[src/hw/rtl/rbst_pkg.sv]
// rbst_pkg: shared constants, codes and types of the readback slot tracker
// no dependencies; used by the interfaces and every rbst module

package rbst_pkg;

  // slot table geometry
  localparam int SlotCount = 16;
  localparam int SlotIdxW  = (SlotCount > 1) ? $clog2(SlotCount) : 1;
  localparam int SlotCntW  = $clog2(SlotCount + 1);

  // fixed field widths
  localparam int WordW    = 32;
  localparam int FuncW    = 3;
  localparam int StatusW  = 4;
  localparam int LimitW   = 5;
  localparam int CfgAddrW = 3;

  // width wide enough to compare the occupancy with a 5 bit limit
  localparam int OccW = (SlotCntW > LimitW) ? SlotCntW : LimitW;

  // register reset values
  localparam logic [LimitW-1:0] SlotLimitRst     = LimitW'(16);
  localparam logic [WordW-1:0]  ByteBudgetRst    = WordW'(4194304);
  localparam logic [LimitW-1:0] MapLimitRst      = LimitW'(4);
  localparam logic [WordW-1:0]  DispatchLimitRst = WordW'(1048576);
  localparam logic [WordW-1:0]  HoldLimitRst     = WordW'(100);
  localparam logic [WordW-1:0]  FirstTicket      = WordW'(1);

  typedef enum logic [FuncW-1:0] {
    FuncReserve = 3'd0,
    FuncFence   = 3'd1,
    FuncMap     = 3'd2,
    FuncCancel  = 3'd3,
    FuncRelease = 3'd4,
    FuncHold    = 3'd5
  } func_e;

  typedef enum logic [StatusW-1:0] {
    StOk        = 4'd0,
    StCfg       = 4'd1,
    StSize      = 4'd2,
    StFull      = 4'd3,
    StBudget    = 4'd4,
    StUnknown   = 4'd5,
    StPending   = 4'd6,
    StMapped    = 4'd7,
    StMapLim    = 4'd8,
    StNotMapped = 4'd9,
    StHold      = 4'd10
  } status_e;

  typedef enum logic [CfgAddrW-1:0] {
    CfgSlotLimit     = 3'd0,
    CfgByteBudget    = 3'd1,
    CfgMapLimit      = 3'd2,
    CfgDispatchLimit = 3'd3,
    CfgHoldLimit     = 3'd4
  } cfg_reg_e;

  typedef struct packed {
    logic [LimitW-1:0] slot_limit;
    logic [WordW-1:0]  byte_budget;
    logic [LimitW-1:0] map_limit;
    logic [WordW-1:0]  dispatch_limit;
    logic [WordW-1:0]  hold_limit;
  } cfg_t;

  // lookup results from the slot table
  typedef struct packed {
    logic                hit;
    logic [SlotIdxW-1:0] hit_idx;
    logic [WordW-1:0]    bytes;
    logic                fenced;
    logic                mapped;
    logic [WordW-1:0]    mapped_time;
    logic                free_found;
    logic [SlotCntW-1:0] used;
  } lookup_t;

  // updates to the slot table
  typedef struct packed {
    logic                alloc;
    logic [WordW-1:0]    ticket;
    logic [WordW-1:0]    bytes;
    logic                fence;
    logic                map;
    logic [WordW-1:0]    map_time;
    logic                free;
    logic [SlotIdxW-1:0] idx;
  } update_t;

endpackage

[src/hw/rtl/rbst_intf.sv]
// rbst_intf: valid/ready channel interfaces of the readback slot tracker
// depends on rbst_pkg for field widths

// operation beats into the tracker
interface rbst_item_if;
  logic                          valid;
  logic                          ready;
  logic [rbst_pkg::FuncW-1:0]    func;
  logic [rbst_pkg::WordW-1:0]    ticket_in;
  logic [rbst_pkg::WordW-1:0]    request_bytes;
  logic [rbst_pkg::WordW-1:0]    now_ms;

  modport source (output valid, func, ticket_in, request_bytes, now_ms, input ready);
  modport sink   (input valid, func, ticket_in, request_bytes, now_ms, output ready);
endinterface

// result beats out of the tracker
interface rbst_result_if;
  logic                          valid;
  logic                          ready;
  logic [rbst_pkg::StatusW-1:0]  status;
  logic [rbst_pkg::WordW-1:0]    ticket_out;
  logic [rbst_pkg::WordW-1:0]    slot_bytes_out;
  logic [rbst_pkg::WordW-1:0]    committed_out;
  logic [rbst_pkg::LimitW-1:0]   mapped_out;

  modport source (output valid, status, ticket_out, slot_bytes_out, committed_out, mapped_out,
                  input ready);
  modport sink   (input valid, status, ticket_out, slot_bytes_out, committed_out, mapped_out,
                  output ready);
endinterface

// register write beats
interface rbst_cfg_if;
  logic                          valid;
  logic                          ready;
  logic [rbst_pkg::CfgAddrW-1:0] addr;
  logic [rbst_pkg::WordW-1:0]    data;

  modport source (output valid, addr, data, input ready);
  modport sink   (input valid, addr, data, output ready);
endinterface

[src/hw/rtl/rbst_cfg_regs.sv]
// rbst_cfg_regs: configuration registers and the configuration sanity check
// depends on rbst_pkg and rbst_cfg_if

module rbst_cfg_regs (
  input  logic             clk_i,
  input  logic             rst_ni,
  rbst_cfg_if.sink         cfg_i,
  output rbst_pkg::cfg_t   cfg_o,
  output logic             cfg_ok_o
);

  rbst_pkg::cfg_t cfg_q, cfg_d;
  logic           wr_en;

  assign cfg_i.ready = 1'b1;
  assign wr_en       = cfg_i.valid && cfg_i.ready;

  // register write decode, unknown addresses are dropped
  always_comb begin
    cfg_d = cfg_q;
    if (wr_en) begin
      case (cfg_i.addr)
        rbst_pkg::CfgSlotLimit:     cfg_d.slot_limit     = cfg_i.data[rbst_pkg::LimitW-1:0];
        rbst_pkg::CfgByteBudget:    cfg_d.byte_budget    = cfg_i.data;
        rbst_pkg::CfgMapLimit:      cfg_d.map_limit      = cfg_i.data[rbst_pkg::LimitW-1:0];
        rbst_pkg::CfgDispatchLimit: cfg_d.dispatch_limit = cfg_i.data;
        rbst_pkg::CfgHoldLimit:     cfg_d.hold_limit     = cfg_i.data;
        default: ;
      endcase
    end
  end

  always_ff @(posedge clk_i or negedge rst_ni) begin
    if (!rst_ni) begin
      cfg_q.slot_limit     <= rbst_pkg::SlotLimitRst;
      cfg_q.byte_budget    <= rbst_pkg::ByteBudgetRst;
      cfg_q.map_limit      <= rbst_pkg::MapLimitRst;
      cfg_q.dispatch_limit <= rbst_pkg::DispatchLimitRst;
      cfg_q.hold_limit     <= rbst_pkg::HoldLimitRst;
    end else begin
      cfg_q <= cfg_d;
    end
  end

  assign cfg_o = cfg_q;

  // any zero limit or a map limit above the slot limit disables the tracker
  assign cfg_ok_o = (cfg_q.slot_limit != '0) && (cfg_q.byte_budget != '0) &&
                    (cfg_q.map_limit != '0) && (cfg_q.map_limit <= cfg_q.slot_limit) &&
                    (cfg_q.dispatch_limit != '0) && (cfg_q.hold_limit != '0);

endmodule

[src/hw/rtl/rbst_slot_table.sv]
// rbst_slot_table: slot entries with parallel ticket match, free slot search
// and occupancy count; depends on rbst_pkg

module rbst_slot_table (
  input  logic                          clk_i,
  input  logic                          rst_ni,
  input  logic [rbst_pkg::WordW-1:0]    ticket_i,
  input  rbst_pkg::update_t             upd_i,
  output rbst_pkg::lookup_t             lkp_o
);

  logic [rbst_pkg::SlotCount-1:0]  valid_q;
  logic [rbst_pkg::SlotCntW-1:0]   used_q;
  logic [rbst_pkg::WordW-1:0]      ticket_q [rbst_pkg::SlotCount];
  logic [rbst_pkg::WordW-1:0]      bytes_q  [rbst_pkg::SlotCount];
  logic [rbst_pkg::SlotCount-1:0]  fenced_q;
  logic [rbst_pkg::SlotCount-1:0]  mapped_q;
  logic [rbst_pkg::WordW-1:0]      mtime_q  [rbst_pkg::SlotCount];

  logic                            hit;
  logic [rbst_pkg::SlotIdxW-1:0]   hit_idx;
  logic                            free_found;
  logic [rbst_pkg::SlotIdxW-1:0]   free_idx;

  // ticket match and free search, lowest index wins
  always_comb begin
    hit        = 1'b0;
    hit_idx    = '0;
    free_found = 1'b0;
    free_idx   = '0;
    for (int i = rbst_pkg::SlotCount - 1; i >= 0; i--) begin
      if (valid_q[i] && (ticket_q[i] == ticket_i)) begin
        hit     = 1'b1;
        hit_idx = rbst_pkg::SlotIdxW'(i);
      end
      if (!valid_q[i]) begin
        free_found = 1'b1;
        free_idx   = rbst_pkg::SlotIdxW'(i);
      end
    end
  end

  // read the matched entry
  always_comb begin
    lkp_o.hit         = hit;
    lkp_o.hit_idx     = hit_idx;
    lkp_o.bytes       = bytes_q[hit_idx];
    lkp_o.fenced      = fenced_q[hit_idx];
    lkp_o.mapped      = mapped_q[hit_idx];
    lkp_o.mapped_time = mtime_q[hit_idx];
    lkp_o.free_found  = free_found;
    lkp_o.used        = used_q;
  end

  // valid bits and occupancy
  always_ff @(posedge clk_i or negedge rst_ni) begin
    if (!rst_ni) begin
      valid_q <= '0;
      used_q  <= '0;
    end else begin
      if (upd_i.alloc) begin
        valid_q[free_idx] <= 1'b1;
        used_q            <= used_q + rbst_pkg::SlotCntW'(1);
      end else if (upd_i.free) begin
        valid_q[upd_i.idx] <= 1'b0;
        used_q             <= used_q - rbst_pkg::SlotCntW'(1);
      end
    end
  end

  // entry payload
  always_ff @(posedge clk_i) begin
    if (upd_i.alloc) begin
      ticket_q[free_idx] <= upd_i.ticket;
      bytes_q[free_idx]  <= upd_i.bytes;
      fenced_q[free_idx] <= 1'b0;
      mapped_q[free_idx] <= 1'b0;
    end
    if (upd_i.fence) begin
      fenced_q[upd_i.idx] <= 1'b1;
    end
    if (upd_i.map) begin
      mapped_q[upd_i.idx] <= 1'b1;
      mtime_q[upd_i.idx]  <= upd_i.map_time;
    end
    if (upd_i.free) begin
      mapped_q[upd_i.idx] <= 1'b0;
    end
  end

  // occupancy counter tracks the valid bits
  assert property (@(posedge clk_i) disable iff (!rst_ni)
    used_q == rbst_pkg::SlotCntW'($countones(valid_q)))
    else $error("occupancy count out of step with valid bits");

  // a reservation only lands where a free slot exists
  assert property (@(posedge clk_i) disable iff (!rst_ni)
    upd_i.alloc |-> free_found && !upd_i.free)
    else $error("slot allocated with no free entry");

endmodule

[src/hw/rtl/readback_slot_tracker.sv]
// Readback slot tracker: one operation beat in, one result beat out. An
// operation is held in an input register and resolved from that register
// by a 16-way parallel ticket compare and 32-bit add/subtract logic, with
// the slot table, ticket counter and byte/mapping totals updated at the same
// edge the result is loaded into the output register. A new operation is
// taken every cycle unless a result waits unconsumed, so throughput is one
// beat per cycle; an operation passes through the input register and the
// output register before its result beat is valid, and the output register
// stalls the input register only while a result waits unconsumed.
// Depends on rbst_pkg, rbst_intf, rbst_cfg_regs and rbst_slot_table.

module readback_slot_tracker (
  input  logic            clk_i,
  input  logic            rst_ni,
  rbst_item_if.sink       item_i,
  rbst_result_if.source   result_o,
  rbst_cfg_if.sink        cfg_i
);

  // input register
  logic                          in_vld_q;
  logic [rbst_pkg::FuncW-1:0]    func_q;
  logic [rbst_pkg::WordW-1:0]    tk_q;
  logic [rbst_pkg::WordW-1:0]    req_q;
  logic [rbst_pkg::WordW-1:0]    now_q;

  // output register
  logic                          out_vld_q;
  rbst_pkg::status_e             status_q, status_d;
  logic [rbst_pkg::WordW-1:0]    tout_q, tout_d;
  logic [rbst_pkg::WordW-1:0]    bout_q, bout_d;

  // tracker totals
  logic [rbst_pkg::WordW-1:0]    issue_q, issue_d;
  logic [rbst_pkg::WordW-1:0]    commit_q, commit_d;
  logic [rbst_pkg::LimitW-1:0]   mapped_q, mapped_d;

  rbst_pkg::cfg_t                cfg;
  logic                          cfg_ok;
  rbst_pkg::lookup_t             lkp;
  rbst_pkg::update_t             upd;

  logic                          advance;
  logic                          item_acc;
  logic [rbst_pkg::WordW-1:0]    room;
  logic [rbst_pkg::WordW-1:0]    ret_bytes;
  logic [rbst_pkg::WordW-1:0]    elapsed;
  logic                          size_bad;
  logic                          table_full;

  rbst_cfg_regs u_cfg (
    .clk_i    (clk_i),
    .rst_ni   (rst_ni),
    .cfg_i    (cfg_i),
    .cfg_o    (cfg),
    .cfg_ok_o (cfg_ok)
  );

  rbst_slot_table u_table (
    .clk_i    (clk_i),
    .rst_ni   (rst_ni),
    .ticket_i (tk_q),
    .upd_i    (upd),
    .lkp_o    (lkp)
  );

  // handshake and pipeline advance
  assign advance      = in_vld_q && (!out_vld_q || result_o.ready);
  assign item_i.ready = !in_vld_q || advance;
  assign item_acc     = item_i.valid && item_i.ready;

  // reserve checks
  assign room       = (commit_q < cfg.byte_budget) ? (cfg.byte_budget - commit_q) : '0;
  assign size_bad   = (req_q == '0) || (req_q > cfg.dispatch_limit);
  assign table_full = (rbst_pkg::OccW'(lkp.used) >= rbst_pkg::OccW'(cfg.slot_limit)) ||
                      !lkp.free_found;

  // bytes handed back by cancel or release, clamped at the total
  assign ret_bytes = (lkp.bytes <= commit_q) ? lkp.bytes : commit_q;
  assign elapsed   = now_q - lkp.mapped_time;

  // operation decode and state update
  always_comb begin
    status_d     = rbst_pkg::StOk;
    tout_d       = '0;
    bout_d       = '0;
    issue_d      = issue_q;
    commit_d     = commit_q;
    mapped_d     = mapped_q;
    upd          = '0;
    upd.idx      = lkp.hit_idx;
    upd.ticket   = issue_q;
    upd.bytes    = req_q;
    upd.map_time = now_q;
    if (!cfg_ok) begin
      status_d = rbst_pkg::StCfg;
    end else if (func_q == rbst_pkg::FuncReserve) begin
      priority if (size_bad) begin
        status_d = rbst_pkg::StSize;
      end else if (table_full) begin
        status_d = rbst_pkg::StFull;
      end else if (req_q > room) begin
        status_d = rbst_pkg::StBudget;
      end else begin
        tout_d    = issue_q;
        issue_d   = (issue_q == '1) ? rbst_pkg::FirstTicket : issue_q + rbst_pkg::WordW'(1);
        commit_d  = commit_q + req_q;
        upd.alloc = advance;
      end
    end else if (!lkp.hit) begin
      // undefined codes without a matching ticket land here too, no entry is touched
      status_d = rbst_pkg::StUnknown;
    end else begin
      case (func_q)
        rbst_pkg::FuncFence: begin
          upd.fence = advance;
        end
        rbst_pkg::FuncMap: begin
          priority if (!lkp.fenced) begin
            status_d = rbst_pkg::StPending;
          end else if (lkp.mapped) begin
            status_d = rbst_pkg::StMapped;
          end else if (mapped_q >= cfg.map_limit) begin
            status_d = rbst_pkg::StMapLim;
          end else begin
            bout_d   = lkp.bytes;
            mapped_d = mapped_q + rbst_pkg::LimitW'(1);
            upd.map  = advance;
          end
        end
        rbst_pkg::FuncCancel: begin
          if (lkp.mapped) begin
            status_d = rbst_pkg::StMapped;
          end else begin
            commit_d = commit_q - ret_bytes;
            upd.free = advance;
          end
        end
        rbst_pkg::FuncRelease: begin
          if (!lkp.mapped) begin
            status_d = rbst_pkg::StNotMapped;
          end else begin
            commit_d = commit_q - ret_bytes;
            mapped_d = (mapped_q != '0) ? mapped_q - rbst_pkg::LimitW'(1) : mapped_q;
            upd.free = advance;
          end
        end
        rbst_pkg::FuncHold: begin
          priority if (!lkp.mapped) begin
            status_d = rbst_pkg::StNotMapped;
          end else if (elapsed > cfg.hold_limit) begin
            status_d = rbst_pkg::StHold;
          end else begin
            status_d = rbst_pkg::StOk;
          end
        end
        default: begin
          status_d = rbst_pkg::StUnknown;
        end
      endcase
    end
  end

  // control registers
  always_ff @(posedge clk_i or negedge rst_ni) begin
    if (!rst_ni) begin
      in_vld_q  <= 1'b0;
      out_vld_q <= 1'b0;
      issue_q   <= rbst_pkg::FirstTicket;
      commit_q  <= '0;
      mapped_q  <= '0;
    end else begin
      if (item_acc) begin
        in_vld_q <= 1'b1;
      end else if (advance) begin
        in_vld_q <= 1'b0;
      end
      if (advance) begin
        out_vld_q <= 1'b1;
        issue_q   <= issue_d;
        commit_q  <= commit_d;
        mapped_q  <= mapped_d;
      end else if (result_o.ready) begin
        out_vld_q <= 1'b0;
      end
    end
  end

  // payload registers
  always_ff @(posedge clk_i) begin
    if (item_acc) begin
      func_q <= item_i.func;
      tk_q   <= item_i.ticket_in;
      req_q  <= item_i.request_bytes;
      now_q  <= item_i.now_ms;
    end
    if (advance) begin
      status_q <= status_d;
      tout_q   <= tout_d;
      bout_q   <= bout_d;
    end
  end

  // result beat
  assign result_o.valid          = out_vld_q;
  assign result_o.status         = status_q;
  assign result_o.ticket_out     = tout_q;
  assign result_o.slot_bytes_out = bout_q;
  assign result_o.committed_out  = commit_q;
  assign result_o.mapped_out     = mapped_q;

  // ticket zero is never issued
  assert property (@(posedge clk_i) disable iff (!rst_ni)
    issue_q != '0)
    else $error("ticket counter reached zero");

  // a result only appears after an operation left the input register
  assert property (@(posedge clk_i) disable iff (!rst_ni)
    $rose(out_vld_q) |-> $past(in_vld_q))
    else $error("result produced without an operation");

  // a bad configuration leaves the totals alone
  assert property (@(posedge clk_i) disable iff (!rst_ni)
    advance && !cfg_ok |=> $stable(commit_q) && $stable(mapped_q) && $stable(issue_q))
    else $error("state changed under bad configuration");

  // mapped count never exceeds the number of occupied slots
  assert property (@(posedge clk_i) disable iff (!rst_ni)
    rbst_pkg::OccW'(mapped_q) <= rbst_pkg::OccW'(lkp.used))
    else $error("mapped total above occupancy");

endmodule

[src/flat_wrapper.sv]
// flat-port wrapper written by rule: the top's interface ports become plain ports
module readback_slot_tracker_flat 
  (clk_i, rst_ni, item_i_valid, item_i_func, item_i_ticket_in, item_i_request_bytes, item_i_now_ms, item_i_ready, result_o_valid, result_o_status, result_o_ticket_out, result_o_slot_bytes_out, result_o_committed_out, result_o_mapped_out, result_o_ready, cfg_i_valid, cfg_i_addr, cfg_i_data, cfg_i_ready);
  rbst_item_if item_i_i ();
  rbst_result_if result_o_i ();
  rbst_cfg_if cfg_i_i ();
  input  logic clk_i;
  input  logic rst_ni;
  input wire logic [$bits(item_i_i.valid)-1:0] item_i_valid;
  input wire logic [$bits(item_i_i.func)-1:0] item_i_func;
  input wire logic [$bits(item_i_i.ticket_in)-1:0] item_i_ticket_in;
  input wire logic [$bits(item_i_i.request_bytes)-1:0] item_i_request_bytes;
  input wire logic [$bits(item_i_i.now_ms)-1:0] item_i_now_ms;
  output wire logic [$bits(item_i_i.ready)-1:0] item_i_ready;
  output wire logic [$bits(result_o_i.valid)-1:0] result_o_valid;
  output wire logic [$bits(result_o_i.status)-1:0] result_o_status;
  output wire logic [$bits(result_o_i.ticket_out)-1:0] result_o_ticket_out;
  output wire logic [$bits(result_o_i.slot_bytes_out)-1:0] result_o_slot_bytes_out;
  output wire logic [$bits(result_o_i.committed_out)-1:0] result_o_committed_out;
  output wire logic [$bits(result_o_i.mapped_out)-1:0] result_o_mapped_out;
  input wire logic [$bits(result_o_i.ready)-1:0] result_o_ready;
  input wire logic [$bits(cfg_i_i.valid)-1:0] cfg_i_valid;
  input wire logic [$bits(cfg_i_i.addr)-1:0] cfg_i_addr;
  input wire logic [$bits(cfg_i_i.data)-1:0] cfg_i_data;
  output wire logic [$bits(cfg_i_i.ready)-1:0] cfg_i_ready;
  assign item_i_i.valid = item_i_valid;
  assign item_i_i.func = item_i_func;
  assign item_i_i.ticket_in = item_i_ticket_in;
  assign item_i_i.request_bytes = item_i_request_bytes;
  assign item_i_i.now_ms = item_i_now_ms;
  assign item_i_ready = item_i_i.ready;
  assign result_o_valid = result_o_i.valid;
  assign result_o_status = result_o_i.status;
  assign result_o_ticket_out = result_o_i.ticket_out;
  assign result_o_slot_bytes_out = result_o_i.slot_bytes_out;
  assign result_o_committed_out = result_o_i.committed_out;
  assign result_o_mapped_out = result_o_i.mapped_out;
  assign result_o_i.ready = result_o_ready;
  assign cfg_i_i.valid = cfg_i_valid;
  assign cfg_i_i.addr = cfg_i_addr;
  assign cfg_i_i.data = cfg_i_data;
  assign cfg_i_ready = cfg_i_i.ready;
  readback_slot_tracker u_core (.clk_i(clk_i), .rst_ni(rst_ni), .item_i(item_i_i), .result_o(result_o_i), .cfg_i(cfg_i_i));
endmodule
[config.mk]
export PLATFORM = sky130hd
export DESIGN_NAME = readback_slot_tracker_flat
export DESIGN_NICKNAME = d
export VERILOG_FILES = /design/src/hw/rtl/rbst_pkg.sv /design/src/hw/rtl/rbst_intf.sv /design/src/hw/rtl/rbst_cfg_regs.sv /design/src/hw/rtl/rbst_slot_table.sv /design/src/hw/rtl/readback_slot_tracker.sv /design/src/flat_wrapper.sv
export SDC_FILE = /design/constraint.sdc
export NUM_CORES = 2
export LEC_CHECK = 0
export BUFFER_PORTS_ARGS = -buffer_cell sky130_fd_sc_hd__buf_2
export CORE_MARGIN = 2
export CORE_UTILIZATION = 64
export CTS_BUF_LIST = sky130_fd_sc_hd__clkbuf_8
export DETAILED_ROUTE_END_ITERATION = 7
export PLACE_DENSITY_LB_ADDON = 0.25
export SKIP_LAST_GASP = 1
export SYNTH_ARGS = -nofsm -noshare
export SYNTH_HDL_FRONTEND = slang
export SYNTH_SLANG_ARGS = --single-unit
[constraint.sdc]
create_clock -name clk_i -period 16.7 [get_ports clk_i]
set_input_delay 5.01 -clock clk_i [delete_from_list [all_inputs] [get_ports clk_i]]
set_output_delay 5.01 -clock clk_i [all_outputs]
set_load 0.01 [all_outputs]
==> metrics.md <==
| Metric | Value |
|---|---|
| Status | `finished, violations left` |
| Failing checks | `design-rule violations` |
| Type of origin of the critical path | `flop` |
| Floorplan die width | `375.6 um` |
| Post-synthesis sequential area ratio | `0.6420` |
| Clock skew | `0.09064 ns` |
| Critical Path Slowest Stage Cell | `edfxtp_1` |
| Cts hold-fix bufs | `0` |
| Fmax | `75.17 MHz` |
| Max incr delay on CP | `0.77 ns` |
| Grt peak-use layer | `met2` |
| Initial antenna violation count | `17` |
| Largest net degree at the start of global routing | `130` |
| Hold Vio Cnt, Final | `0` |
| Port-buffer cells | `roughly 250` |
| Synth Instances | `6,971` |
| Met3 usage | `0.1259` |
| Clk network pwr share | `0.340` |
| Vias in the first global route | `61,980` |
| Crit path max fanout | `38` |
| Dpl hpwl | `181,600 um` |
| Syn avg cell area | `~13 um2` |
| EDFF count, synth | `1,703` |
| Cell variety after synth | `113` |
| Maximum vdd drop | `roughly 0.12 mV` |
| First-pass GRT wire length | `418,300 um` |
| CP arrival | `approximately 14 ns` |
| Total track usage | `0.4140` |
| Core area | `about 0.14 mm2` |
| Drt initial violations | `~12,000` |
| Lkg Pwr | `36.39 nW` |
| DR WL/cell | `about 31 um` |
| NetSw | `approximately 3.3 mW` |
| Worst path required time | `17.63 ns` |
| RSZ-0062 raised after global routing | `no` |
| Delay-heaviest family, CP | `compound AO/OA/AOI/OAI gates` |
| Async S/R FF share, synth | `0.1024` |
| Sw Ratio | `0.2866` |
| Yosys Warn Count | `0` |
| CTS sink cnt | `between 1,500 and 2,000` |
| Cell Pwr Density | `approximately 120 mW/mm2` |
| Worst-path clk slew | `0.06 ns` |
| Internal | `8.177 mW` |
| Routed wire length | `~300,000 um` |
| Post-layout minimum cycle time | `~13 ns` |
| Final slew viol count | `0` |
| MaxCap Viol Count | `0` |
| CTS Buffer Depth | `4` |
| CTS H-Tree Depth | `5` |
| Inst Count DP | `8,909` |
| Flop pwr share | `0.484` |
| TritonRoute pass-1 iters | `8` |
| Critical path type | `flop to flop` |
| Layout Nets | `7,839` |
| Number of routed nets with antenna violations | `0` |
| Setup crit end kind | `flop` |
| Gr ovfl total | `0` |
| Setup-failing EPs final | `0` |
| Slew margin rel. | `0.06146` |
| Tcrit/Tclk final | `0.7965` |
| Routability cong. | `1.001` |
| Logic pwr share | `0.177` |
| DRC errors left | `2` |
| Vias | `roughly 65,000` |
| Clk root buf | `clkbuf_8` |
| Setup TNS | `0 ns` |
| Layout area overhead | `10.79%` |
| Met1 Usage GRT | `0.5555` |
| Via density | `6.824` |
| CTS buffer count | `326` |
| Crit path top cell by count | `nand2_1` |
| Main synth FF type | `edfxtp_1` |
| Buffers plus inverters on the worst setup path | `2` |
| Die height | `375.6 um` |
| Met2 Track Usage GR | `0.6072` |
| Layout cells sized above 1 | `0.1340` |
| Number of synthesized register bits | `about 1,900` |
| Final instance area | `a little under 0.1 mm2` |
| Post-CTS resize count | `0` |
| Mapped Area | `0.08839 mm2` |
| Cell Area, Placed | `0.09214 mm2` |
| TritonCTS clock tree | `done` |
| Syn_nets | `approximately 7,400` |
| Initial core utilization | `0.6437` |
| Die Footprint | `0.1411 mm2` |
| Clk Latency, worst-skew pair | `1.08 ns` |
| Io pins | `247` |
| Num rows | `136` |
| HP Class | `flop to flop` |
| Post-Layout Cell Count | `9,472` |
| Post CTS Setup Buffer Count | `0` |
| Worst Max-Slew Pin Slew | `1.408 ns` |
-- synth_stat cells (all sizes together), types with 43 or more instances --
cell    count  area (um2)
edfxtp   1703       51140
nand2     884        3331
xor2      473        4143
a21oi     344        1744
nand3     330        1664
nor2      289        1097
o21ai     274        1379
ha        252        3153
nor4      246        1582
inv       214       803.3
dfrtp     190        4755
xnor2     182        1594
clkbuf    169       634.4
buf       136       942.2
nor3      133       688.2
nand4     120       757.0
mux2       90        1013
mux2i      72       720.7
and2       69       435.4
a21o       51       382.9
o22ai      51       319.1
and3       49       306.5
nand2b     43       269.0
-- final timing paths --
| check | start | to | slack [ns] | cells after the start |
|---|---|---|---|---|
| setup / recovery | u_core.tk_q[1] | u_core.result_o.committed_out[31] | 3.40 | 50 |
| hold / removal | u_core.u_table.fenced_q[4] | u_core.u_table.fenced_q[4] | 0.46 | 2 |
| setup reg to reg | u_core.tk_q[1] | u_core.result_o.committed_out[31] | 3.40 | 50 |
| hold reg to reg | u_core.u_table.fenced_q[4] | u_core.u_table.fenced_q[4] | 0.46 | 2 |
| max in group asynchronous | rst_ni | u_core.result_o.valid | 10.62 | 3 |
| min in group asynchronous | rst_ni | u_core.result_o.committed_out[9] | 3.95 | 1 |
-- registers in the layout (all words and copies together), names as in the netlist --
name,flops
u_core.u_table.ticket_q,512
u_core.result_o.committed_out,32
u_core.result_o.ticket_out,32
u_core.u_cfg.cfg_o,106
u_core.req_q,32
u_core.issue_q,32
u_core.u_table.fenced_q,16
u_core.u_table.bytes_q,512
u_core.u_table.used_q,5
u_core.result_o.status,4
u_core.u_table.mtime_q,512
u_core.now_q,32
u_core.u_table.mapped_q,16
u_core.func_q,3
u_core.in_vld_q,1
u_core.result_o.mapped_out,5
u_core.u_table.valid_q,16
u_core.result_o.slot_bytes_out,32
u_core.result_o.valid,1
u_core.tk_q,32
-- power by group through the flow --
stage / sequential [mW] / clock (mW) / combinational [mW]
final: 5.54 / 3.89 / 2.03
after global routing: 5.55 / 4.11 / 2.21
after CTS: 5.53 / 3.90 / 1.97
after detailed placement: 5.63 / 0 / 1.96
after global placement: 5.63 / 0 / 1.91
after floorplan: 5.60 / 0 / 1.39
-- per-layer routing --
| layer | share of wire | wire length, um | up-vias |
|---|---|---|---|
| met4 | 0.061 | 18020 | 6 |
| li1 | - | - | 26960 |
| met3 | 0.15 | 44650 | 1103 |
| met5 | 0.00017 | 49 | - |
| met1 | 0.35 | 104800 | 31190 |
| met2 | 0.43 | 128300 | 5378 |
-- worst min-delay path: cells and delay by family (launching register included) --
kind / cells / cell delay, ns
AOI/OAI and AO/OA: 1 / 0.06
DFF: 1 / 0.32
and+or+nand+nor: 1 / 0.05
-- cell usage in the layout (no fill, tap or decap), types with 90 or more instances in the layout --
cell type	n
edfxtp_1	1703
nand2_1	881
xor2_1	473
a21oi_1	341
clkbuf_8	339
nand3_1	329
inv_1	311
nor2_1	265
o21ai_0	259
ha_1	252
buf_2	244
nor4_1	238
buf_4	202
dfrtp_1	190
xnor2_1	182
nor3_1	124
nand4_1	119
mux2_2	90
-- final cells by class --
| class | instances | area (um2) |
|---|---|---|
| fill | 9304 | 39390 |
| timing repair buffer | 449 | 2793 |
| sequential | 1933 | 56740 |
| multi-input combinational | 4518 | 29540 |
| inverter | 215 | 817.0 |
| clock inverter | 215 | 1106 |
| antenna | 9 | 22.52 |
| tap | 1794 | 2245 |
| clock buffer | 339 | 4666 |
-- per-stage QoR --
| stage | setup slack [ns] | hold WS [ns] | util | power [mW] |
|---|---|---|---|---|
| after floorplan | 4.197 | 0.4196 | - | 6.987 |
| after global placement | 4.229 | 0.4337 | 0.6710 | 7.534 |
| after detailed placement | 3.977 | 0.4423 | 0.6710 | 7.587 |
| after CTS | 3.877 | 0.4593 | 0.7130 | 11.40 |
| after global routing | 2.692 | 0.4685 | 0.7130 | 11.87 |
| final | 3.398 | 0.4636 | 0.7132 | 11.46 |
-- kinds of logic after synthesis --
logic type / share of synthesized area
AOI/OAI and AO/OA: 0.07788
buffers and inverters: 0.02697
muxes: 0.01962
xor gates and xnor gates: 0.06490
DFF: 0.6420
and+or+nand+nor: 0.1318
adders and majority gates: 0.03680
other: 0.00004243
(Power assumes the default switching activity.)
